### config.mk
export PLATFORM = sky130hd
export DESIGN_NAME = multi_mode_line_encoder_top
export DESIGN_NICKNAME = d
export VERILOG_FILES = /design/src/design/mlenc_pkg.sv /design/src/design/mlenc_front.sv /design/src/design/mlenc_fifo.sv /design/src/design/mlenc_back.sv /design/src/design/multi_mode_line_encoder_top.sv
export VERILOG_INCLUDE_DIRS = /design/src /design/src/design
export SDC_FILE = /design/constraint.sdc
export NUM_CORES = 1
export LEC_CHECK = 0
export BUFFER_PORTS_ARGS = -buffer_cell sky130_fd_sc_hd__buf_2
export CAP_MARGIN = 20
export CORE_UTILIZATION = 62
export CTS_BUF_LIST = sky130_fd_sc_hd__clkbuf_4
export DETAILED_ROUTE_END_ITERATION = 6
export PLACE_DENSITY = 0.8
export SETUP_SLACK_MARGIN = 0.5
export SYNTH_ARGS = -nofsm -noshare
export SYNTH_HDL_FRONTEND = slang
export SYNTH_HIERARCHICAL = 1
export SYNTH_SLANG_ARGS = --single-unit
### constraint.sdc
create_clock -name clk -period 4.3 [get_ports clk]
set_input_delay 0.86 -clock clk [delete_from_list [all_inputs] [get_ports clk]]
set_output_delay 0.86 -clock clk [all_outputs]
set_load 0.02 [all_outputs]
### src/design/assert_macros.svh
// Assertion macros shared by the line encoder RTL.
// Expects clk and rst_n in the scope of use.
`ifndef ASSERT_MACROS_SVH
`define ASSERT_MACROS_SVH

// property must hold at every clock edge outside reset
`define ASSERT_CLK(label, prop, msg) \
  label: assert property (@(posedge clk) disable iff (!rst_n) (prop)) else $error(msg);

// condition must never be seen outside reset
`define ASSERT_NEVER(label, cond, msg) \
  label: assert property (@(posedge clk) disable iff (!rst_n) !(cond)) else $error(msg);

`endif

### src/design/mlenc_pkg.sv
// Package for the multi-mode line encoder: mode codes, symbol codes,
// the job record passed from front to back, status structs and a pulse helper.
package mlenc_pkg;

  localparam int SYM_W   = 2;
  localparam int MAX_SYM = 8;
  localparam int IDX_W   = 3;
  localparam int MODE_W  = 3;
  localparam int HELD_W  = 3;

  localparam logic [MODE_W-1:0] MODE_NRZL   = 3'd0;
  localparam logic [MODE_W-1:0] MODE_NRZI   = 3'd1;
  localparam logic [MODE_W-1:0] MODE_AMI    = 3'd2;
  localparam logic [MODE_W-1:0] MODE_PSEUDO = 3'd3;
  localparam logic [MODE_W-1:0] MODE_MANCH  = 3'd4;
  localparam logic [MODE_W-1:0] MODE_DMANCH = 3'd5;
  localparam logic [MODE_W-1:0] MODE_B8ZS   = 3'd6;

  localparam logic [SYM_W-1:0] SYM_ZERO = 2'b00;
  localparam logic [SYM_W-1:0] SYM_POS  = 2'b01;
  localparam logic [SYM_W-1:0] SYM_NEG  = 2'b11;

  localparam logic [HELD_W-1:0] HELD_MAX = 3'd7;

  typedef logic [SYM_W-1:0] sym_t;

  typedef struct packed {
    logic [MAX_SYM-1:0][SYM_W-1:0] sym;
    logic [IDX_W-1:0]              last_idx;
  } job_t;

  typedef struct packed {
    logic full;
    logic empty;
  } fifo_stat_t;

  typedef struct packed {
    logic busy;
    logic finish;
  } back_stat_t;

  function automatic sym_t pulse_sym(input logic positive);
    pulse_sym = positive ? SYM_POS : SYM_NEG;
  endfunction

endpackage

### src/design/mlenc_front.sv
// Front end of the line encoder: accepts items, keeps polarity and
// held-zero state, and turns each item into a symbol job, except B8ZS zeros that are held. Uses mlenc_pkg.
module mlenc_front (
  input  logic                          clk,
  input  logic                          rst_n,
  input  logic [mlenc_pkg::MODE_W-1:0]  mode,
  input  logic                          clr,
  input  logic                          accept,
  input  logic                          data_bit,
  input  logic                          eos,
  output logic                          job_vld,
  output mlenc_pkg::job_t               job
);
  import mlenc_pkg::*;

  logic              pol_r, pol_nxt;
  logic [HELD_W-1:0] held_r, held_nxt;
  logic              p;

  always_comb begin
    pol_nxt  = pol_r;
    held_nxt = held_r;
    job      = '0;
    job_vld  = accept;
    p        = pol_r ^ data_bit;
    case (mode)
      MODE_NRZI: begin
        job.sym[0] = {1'b0, ~p};
        pol_nxt    = p;
      end
      MODE_AMI: begin
        job.sym[0] = data_bit ? pulse_sym(p) : SYM_ZERO;
        pol_nxt    = p;
      end
      MODE_PSEUDO: begin
        job.sym[0] = data_bit ? SYM_ZERO : pulse_sym(~pol_r);
        pol_nxt    = pol_r ^ ~data_bit;
      end
      MODE_MANCH: begin
        job.sym[0]    = {1'b0, ~data_bit};
        job.sym[1]    = {1'b0, data_bit};
        job.last_idx  = IDX_W'(1);
      end
      MODE_DMANCH: begin
        job.sym[0]    = {1'b0, p};
        job.sym[1]    = {1'b0, ~p};
        job.last_idx  = IDX_W'(1);
        pol_nxt       = p;
      end
      MODE_B8ZS: begin
        if (data_bit) begin
          job.sym[held_r] = pulse_sym(~pol_r);
          job.last_idx    = held_r;
          held_nxt        = '0;
          pol_nxt         = ~pol_r;
        end else if (held_r == HELD_MAX) begin
          job.sym[3]   = pulse_sym(pol_r);
          job.sym[4]   = pulse_sym(~pol_r);
          job.sym[6]   = pulse_sym(~pol_r);
          job.sym[7]   = pulse_sym(pol_r);
          job.last_idx = IDX_W'(MAX_SYM - 1);
          held_nxt     = '0;
        end else if (eos) begin
          job.last_idx = held_r;
          held_nxt     = '0;
        end else begin
          job_vld  = 1'b0;
          held_nxt = held_r + HELD_W'(1);
        end
      end
      default: begin
        job.sym[0] = {1'b0, data_bit};
      end
    endcase
    if (eos) begin
      pol_nxt  = 1'b0;
      held_nxt = '0;
    end
  end

  always_ff @(posedge clk) begin
    if (!rst_n || clr) begin
      pol_r  <= 1'b0;
      held_r <= '0;
    end else if (accept) begin
      pol_r  <= pol_nxt;
      held_r <= held_nxt;
    end
  end

endmodule

### src/design/mlenc_fifo.sv
// Short job queue between front and back of the line encoder.
// Register storage, one write and one read port. Uses mlenc_pkg.
module mlenc_fifo #(
  parameter int DEPTH = 4
) (
  input  logic                  clk,
  input  logic                  rst_n,
  input  logic                  enq,
  input  mlenc_pkg::job_t       enq_data,
  input  logic                  deq,
  output mlenc_pkg::job_t       deq_data,
  output mlenc_pkg::fifo_stat_t stat
);
  import mlenc_pkg::*;

  localparam int PTR_W = (DEPTH > 1) ? $clog2(DEPTH) : 1;
  localparam int CNT_W = $clog2(DEPTH + 1);

  job_t             mem_r [DEPTH];
  logic [PTR_W-1:0] wr_ptr_r, wr_ptr_nxt;
  logic [PTR_W-1:0] rd_ptr_r, rd_ptr_nxt;
  logic [CNT_W-1:0] cnt_r, cnt_nxt;

  assign stat.full  = (cnt_r == CNT_W'(DEPTH));
  assign stat.empty = (cnt_r == '0);
  assign deq_data   = mem_r[rd_ptr_r];

  always_comb begin
    wr_ptr_nxt = wr_ptr_r;
    rd_ptr_nxt = rd_ptr_r;
    cnt_nxt    = cnt_r;
    if (enq) begin
      wr_ptr_nxt = (wr_ptr_r == PTR_W'(DEPTH - 1)) ? '0 : wr_ptr_r + PTR_W'(1);
    end
    if (deq) begin
      rd_ptr_nxt = (rd_ptr_r == PTR_W'(DEPTH - 1)) ? '0 : rd_ptr_r + PTR_W'(1);
    end
    if (enq && !deq) begin
      cnt_nxt = cnt_r + CNT_W'(1);
    end else if (!enq && deq) begin
      cnt_nxt = cnt_r - CNT_W'(1);
    end
  end

  always_ff @(posedge clk) begin
    if (!rst_n) begin
      wr_ptr_r <= '0;
      rd_ptr_r <= '0;
      cnt_r    <= '0;
    end else begin
      wr_ptr_r <= wr_ptr_nxt;
      rd_ptr_r <= rd_ptr_nxt;
      cnt_r    <= cnt_nxt;
    end
  end

  always_ff @(posedge clk) begin
    if (enq) begin
      mem_r[wr_ptr_r] <= enq_data;
    end
  end

endmodule

### src/design/mlenc_back.sv
// Back end of the line encoder: walks each job one symbol per cycle into
// the result register while it is free or popped. Uses mlenc_pkg.
module mlenc_back (
  input  logic                  clk,
  input  logic                  rst_n,
  input  logic                  job_avail,
  input  mlenc_pkg::job_t       job,
  output logic                  job_take,
  input  logic                  pop,
  output logic                  out_vld,
  output mlenc_pkg::sym_t       out_sym,
  output logic                  out_last,
  output mlenc_pkg::back_stat_t stat
);
  import mlenc_pkg::*;

  job_t             cur_r;
  logic [IDX_W-1:0] idx_r;
  logic             busy_r, busy_nxt;
  logic             out_vld_r;
  sym_t             out_sym_r;
  logic             out_last_r;
  logic             load_out;
  logic             at_last;
  logic             finish;

  assign load_out = busy_r && (!out_vld_r || pop);
  assign at_last  = (idx_r == cur_r.last_idx);
  assign finish   = load_out && at_last;
  assign job_take = job_avail && (!busy_r || finish);
  assign busy_nxt = job_take ? 1'b1 : (finish ? 1'b0 : busy_r);

  assign out_vld     = out_vld_r;
  assign out_sym     = out_sym_r;
  assign out_last    = out_last_r;
  assign stat.busy   = busy_r;
  assign stat.finish = finish;

  always_ff @(posedge clk) begin
    if (!rst_n) begin
      busy_r    <= 1'b0;
      out_vld_r <= 1'b0;
      idx_r     <= '0;
    end else begin
      busy_r <= busy_nxt;
      if (load_out) begin
        out_vld_r <= 1'b1;
      end else if (pop) begin
        out_vld_r <= 1'b0;
      end
      if (job_take) begin
        idx_r <= '0;
      end else if (load_out) begin
        idx_r <= idx_r + IDX_W'(1);
      end
    end
  end

  always_ff @(posedge clk) begin
    if (job_take) begin
      cur_r <= job;
    end
    if (load_out) begin
      out_sym_r  <= cur_r.sym[idx_r];
      out_last_r <= at_last;
    end
  end

endmodule

### src/design/multi_mode_line_encoder_top.sv
// Channel   Handshake            Payload
// input     push / full          in_data_bit, in_end_of_stream
// result    pop / empty          out_line_symbol, out_run_last
// config    cfg_we               cfg_wdata (code_mode)
//
// The front takes one item per cycle while the job queue has room; the back
// emits one symbol per cycle while its result is free or popped; an item
// makes 1 symbol, 2 in Manchester modes, up to 8 in B8ZS. Reset
// (synchronous, rst_n low) resets the encoder state; a config write clears
// only the front's polarity and held-zero state. Pop low stalls the back,
// which stalls the queue and then the front through full.
`include "assert_macros.svh"

module multi_mode_line_encoder_top #(
  parameter int QUEUE_DEPTH = 4
) (
  input  logic                         clk,
  input  logic                         rst_n,
  input  logic                         push,
  output logic                         full,
  input  logic                         in_data_bit,
  input  logic                         in_end_of_stream,
  output logic                         empty,
  input  logic                         pop,
  output logic signed [1:0]            out_line_symbol,
  output logic                         out_run_last,
  input  logic                         cfg_we,
  input  logic [mlenc_pkg::MODE_W-1:0] cfg_wdata
);
  import mlenc_pkg::*;

  logic [MODE_W-1:0] mode_r;
  logic              accept;
  logic              q_enq;
  logic              q_deq;
  job_t              fr_job;
  job_t              q_job;
  fifo_stat_t        q_stat;
  back_stat_t        bk_stat;
  logic              out_vld;
  sym_t              out_sym;

  always_ff @(posedge clk) begin
    if (!rst_n) begin
      mode_r <= MODE_NRZL;
    end else if (cfg_we) begin
      mode_r <= cfg_wdata;
    end
  end

  assign full   = q_stat.full;
  assign accept = push && !q_stat.full;

  mlenc_front u_front (
    .clk      (clk),
    .rst_n    (rst_n),
    .mode     (mode_r),
    .clr      (cfg_we),
    .accept   (accept),
    .data_bit (in_data_bit),
    .eos      (in_end_of_stream),
    .job_vld  (q_enq),
    .job      (fr_job)
  );

  mlenc_fifo #(
    .DEPTH (QUEUE_DEPTH)
  ) u_fifo (
    .clk      (clk),
    .rst_n    (rst_n),
    .enq      (q_enq),
    .enq_data (fr_job),
    .deq      (q_deq),
    .deq_data (q_job),
    .stat     (q_stat)
  );

  mlenc_back u_back (
    .clk       (clk),
    .rst_n     (rst_n),
    .job_avail (!q_stat.empty),
    .job       (q_job),
    .job_take  (q_deq),
    .pop       (pop && out_vld),
    .out_vld   (out_vld),
    .out_sym   (out_sym),
    .out_last  (out_run_last),
    .stat      (bk_stat)
  );

  assign empty           = !out_vld;
  assign out_line_symbol = out_sym;

  `ASSERT_NEVER(a_queue_overflow, q_enq && q_stat.full, "job queue overflow")
  `ASSERT_NEVER(a_queue_underflow, q_deq && q_stat.empty, "job queue underflow")
  `ASSERT_CLK(a_take_when_free, q_deq |-> (!bk_stat.busy || bk_stat.finish), "job taken while busy")
  `ASSERT_CLK(a_finish_loads, bk_stat.finish |=> !empty, "finished job left no result")

endmodule
Yosys cells after proc, flatten, opt, wreduce, memory -nomap -nowiden
Memory sizes are Yosys's and may differ from the RTL's. A register that Yosys moved wholly into a read port is not among the register bits. Cells that the tools add are included.

Register bits after elaboration: 22. RAM bits: 76. Bits of input ports: 10. Output and inout bits: 5. Logic and storage cells: 112. Memories: 1.

Memory list: u_fifo.mem_r (words 4, bits a word 19, read ports 1, clocked after Yosys merged registers in 1, wr ports 1, line mlenc_fifo.sv:19) `job_t mem_r [DEPTH];`.

Add/sub/neg operators: 6. Magnitude comparators: 3. Eq/ne operators: 12. Multiplexer cells: 43. Bitwise logic cells: 7. Reductions and logical operators: 29.

Operators with widths (count): 3-bit 2-to-1 mux (9); 2-bit 2-to-1 mux (10); 16-bit bitwise AND (1); 4-bit 2-to-1 mux (4); 3-bit == test, second input constant (5); 1-bit 2-to-1 mux (12); 12-bit 2-to-1 mux (1); 2-bit case mux with 6 select lines (1); 3-bit by 1-bit adder with 3-bit output, second input constant (3); 1-bit logical AND (8); 3-bit by 4-bit < comparator with 1-bit output, second input constant (2); 2-bit nonzero test (4); 1-bit logical NOT (7); 2-bit binary-select mux with 3-bit select (1); 2-bit demux with 3-bit select (1); 3-bit by 2-bit == test with 1-bit output, second input constant (2); 6-bit 2-to-1 mux (1); 2-bit case mux with 3 select lines (1); 3-bit case mux with 2 select lines (1); 2-bit by 1-bit adder with 2-bit output, second input constant (2); 2-bit == test, second input constant (2); 1-bit NOT (4); 4-bit nonzero test (1); 2-bit OR reduction (2); other kinds (12) (15).

Logic depth before layout (Yosys ltp)
Depth after elaboration: 11. Mapped depth: 11. Gate-level depth less buffers: 11.

Hierarchy
The synthesis kept the hierarchy.

Modules (own cells, without submodules): mlenc_fifo (instances 1, cells each 143, area an instance 3243.1 µm², sequential area each 2462.4 µm²); mlenc_back (instances 1, cells each 67, area an instance 1101.1 µm², sequential area each 760.7 µm²); mlenc_front (instances 1, cells each 107, area an instance 694.4 µm², sequential area each 80.1 µm²); multi_mode_line_encoder_top (instances 1, cells each 13, area an instance 128.9 µm², sequential area each 60.1 µm²).

Least setup slack after synthesis
No wires, ideal clock.

Kind: input-to-reg. Start: input pop. End: register u_fifo.cnt_r[2]. Library setup time: 0.076 ns. Arrival: 2.969 ns. Required time: 4.224 ns. Slack: 1.255 ns. Cell stages on the path: 11. Buffers on the path: 0. Cell sequence: and2_1 -> nor2b_1 -> nor2_1 -> a31o_2 -> inv_1 -> ha_1 -> inv_1 -> fa_1 -> xor2_1 -> or3_1 -> a21boi_0.

Word-level cells in the longest chain between the ends: 9. Elaborated cells on any way between the ends: 11. Those cells by class: 1 x mux; 10 x reduce/logical.

RTL lines: from (decl) (line multi_mode_line_encoder_top.sv:24) `input logic pop,`; 1-bit logical AND * (line multi_mode_line_encoder_top.sv:84) `.pop (pop && out_vld),`; 1-bit logical OR * (line mlenc_back.sv:27) `assign load_out = busy_r && (!out_vld_r || pop);`; 1-bit logical AND * (line mlenc_back.sv:27); named net u_back.load_out (line mlenc_back.sv:23) `logic load_out;`; 1-bit logical AND * (line mlenc_back.sv:29) `assign finish = load_out && at_last;`; 1-bit logical OR * (line mlenc_back.sv:30) `assign job_take = job_avail && (!busy_r || finish);`; 1-bit logical AND * (line mlenc_back.sv:30); named net q_deq (line multi_mode_line_encoder_top.sv:35) `logic q_deq;`; 1-bit logical NOT (line mlenc_fifo.sv:38) `if (enq && !deq) begin`; 1-bit logical AND (line mlenc_fifo.sv:38); 3-bit 2-to-1 mux / 2-bit nonzero test (equally long branches); to (signal assigned) (line mlenc_fifo.sv:53) `cnt_r <= cnt_nxt;`; to (decl) (line mlenc_fifo.sv:22) `logic [CNT_W-1:0] cnt_r, cnt_nxt;`.

The timed path passes the listed nets; every way through them passes the cells marked *. A chain may end at the register's enable or synchronous reset.

Worst setup path after layout
Same ends and word-level chain as after synthesis.

==> flow_metrics.tcl <==
set metrics [dict create \
    status "completed" \
    cts.repair.resized 0 \
    vdd_drop_max_mv 0.315 \
    hold_start "u_fifo/cnt_r[2]" \
    finalSetupTns_ns 0 \
    drtPass1Iterations 5 \
    start_util 0.652 \
    diodes 0 \
    wirelength_mm 8.36 \
    p_leak_nw 1.91 \
    gp_congestion 0.877 \
    path_max_fanout 22 \
    grt_max_degree 23 \
    design.portCount 15 \
    area_growth_pct 8.41 \
    via_per_inst 6.04 \
    hold_depth 2 \
    ctsHoldBuffers 0 \
    gr-usage-met3 0.0797 \
    layout_commonest_cell "edfxtp_1" \
    grt_overflow 0 \
    r2r_slack_ns 1.36 \
    nNetsFinal 369 \
    cap_violations 0 \
    start_kind "input port" \
    htreeDepth 4 \
    fin_crit_ns 2.95 \
    vias 2786 \
    cp-end-kind "flop" \
    dp_hpwl_mm 5.42 \
    postPlaceCellArea_sq_mm 0.00526 \
    io_buffer_count 14 \
    synth.avg_cell_area_sq_um 15.7 \
    clk_latency_ns 0.51 \
    finClkSkew_ns 0.0251 \
    grt_pass1_vias 2790 \
    dr.first_iter.drc_count 143 \
    place_ws_ns 0.864 \
    die_area_sq_mm 0.00867 \
    hold_viol 0 \
    hold_path_end "u_fifo/cnt_r[2]" \
    maxSlewViolCount 0 \
    ys_warn_count 6 \
    cts_made_buffers 17 \
    clk_pin_slew_ns 0.10 \
    use_met1 0.269 \
    die_y_microns 93.1 \
    syn-instance-count 327 \
    period_share 0.686 \
    grt_pass1_wl_mm 13.7 \
    final_area_sq_mm 0.00558 \
    worst_slack_ns 1.35 \
    hp-class "flop to flop" \
    use_met2 0.360 \
    crit_required_ns 4.73 \
    rsz0062_at_grt "false" \
    drc 0 \
    fmax_ghz 0.339 \
    cts.sinks 119 \
    r2r-start "u_back/idx_r[0]" \
    mostFrequentLayoutCells "98 x edfxtp_1, 21 x dfxtp_1, 18 x clkbuf_4" \
    reg2reg_to "u_fifo/cnt_r[2]" \
    nFillCells 481 \
    num_rows 32 \
    antenna_found_initial 0 \
    core_sq_mm 0.00789 \
    max_slew_margin 0.335 \
    reg2reg_depth 10 \
    grt_usage 0.221 \
    ant_nets 0 \
    synth_area_sq_mm 0.00515 \
    postCtsSetupRepairBufs 0 \
    drive_above_1_share 0.189 \
    synth_nets 349 \
    tightest_slew_ns 0.997 \
    wl_per_cell_microns 18.1 \
    dieWidth_microns 93.1 \
    power_density_mw_per_mm2 575 \
    setup_violations 0 \
    cts_buffer_depth 2 \
    cp.arrival_ns 3.38 \
    crit_type "input port to flop" \
    cts_tree "built" \
    globalRoute.busiestLayer "met2" \
    cts_root_buffer "clkbuf_4" \
]
## per-stage QoR
stage / std cells / util / hold slack [ns] / power [mW]
6_report: 461 / 0.707 / 0.532 / 3.21
5_1_grt: 461 / 0.707 / 0.574 / 3.38
4_1_cts: 461 / 0.707 / 0.527 / 3.24
3_5_place_dp: 430 / 0.667 / 0.513 / 2.38
3_3_place_gp: 430 / 0.667 / 0.484 / 2.35
2_1_floorplan: 327 / - / 0.472 / 2.23
## power by group
group	total (mW)	switching [mW]	leakage, nW	internal (mW)
combinational	0.708	0.364	0.656	0.345
clock	0.860	0.399	0.147	0.461
sequential	1.64	0.118	1.11	1.52
## cell type report
type                            instances  area [sq um]  area share
Inverter                               13          48.8     0.00875
Timing Repair Buffer                   15          77.6      0.0139
Multi-Input combinational cell        181          1650       0.295
Sequential cell                       119          3360       0.603
Tap cell                              102           128      0.0229
Clock inverter                         13           181      0.0325
Clock buffer                           18           135      0.0242
## worst max-delay path by stage
stage	from	endpoint	slack (ns)
after global placement	pop	u_fifo/cnt_r[2]	1.04
final	pop	u_fifo/cnt_r[2]	1.35
after CTS	u_back/idx_r[0]	u_fifo/cnt_r[2]	1.32
after floorplan	pop	u_fifo/cnt_r[2]	1.26
after detailed placement	pop	u_fifo/cnt_r[2]	0.86
after global routing	u_back/idx_r[0]	u_fifo/cnt_r[2]	0.97
## registers in the layout, summed over array words and instances, names as in the netlist, named ones only
register	cells
u_fifo/mem_r	76
u_back/cur_r	19
mode_r	3
u_back/idx_r	3
u_fifo/cnt_r	3
u_front/held_r	3
u_back/out_sym	2
u_fifo/rd_ptr_r	2
u_fifo/wr_ptr_r	2
u_back/busy_r	1
u_back/out_last	1
u_back/out_vld	1
u_front/pol_r	1
## critical path, cell delays in order
cell and delay [ns]:
buf_2 0.09, and2_1 0.16, nor2b_1 0.24, nor2_1 0.18
a31o_2 0.45, inv_1 0.15, ha_1 0.19, inv_1 0.06
fa_1 0.37, xor2_1 0.15, or3_1 0.30, a21boi_0 0.17
## metal layers
layer  part of all wire  up-vias
li1                   -     1326
met1               0.44     1368
met2               0.51       78
met3              0.042       14
met4              0.013        0
met5                  0        -
(Power assumes the default switching activity.)
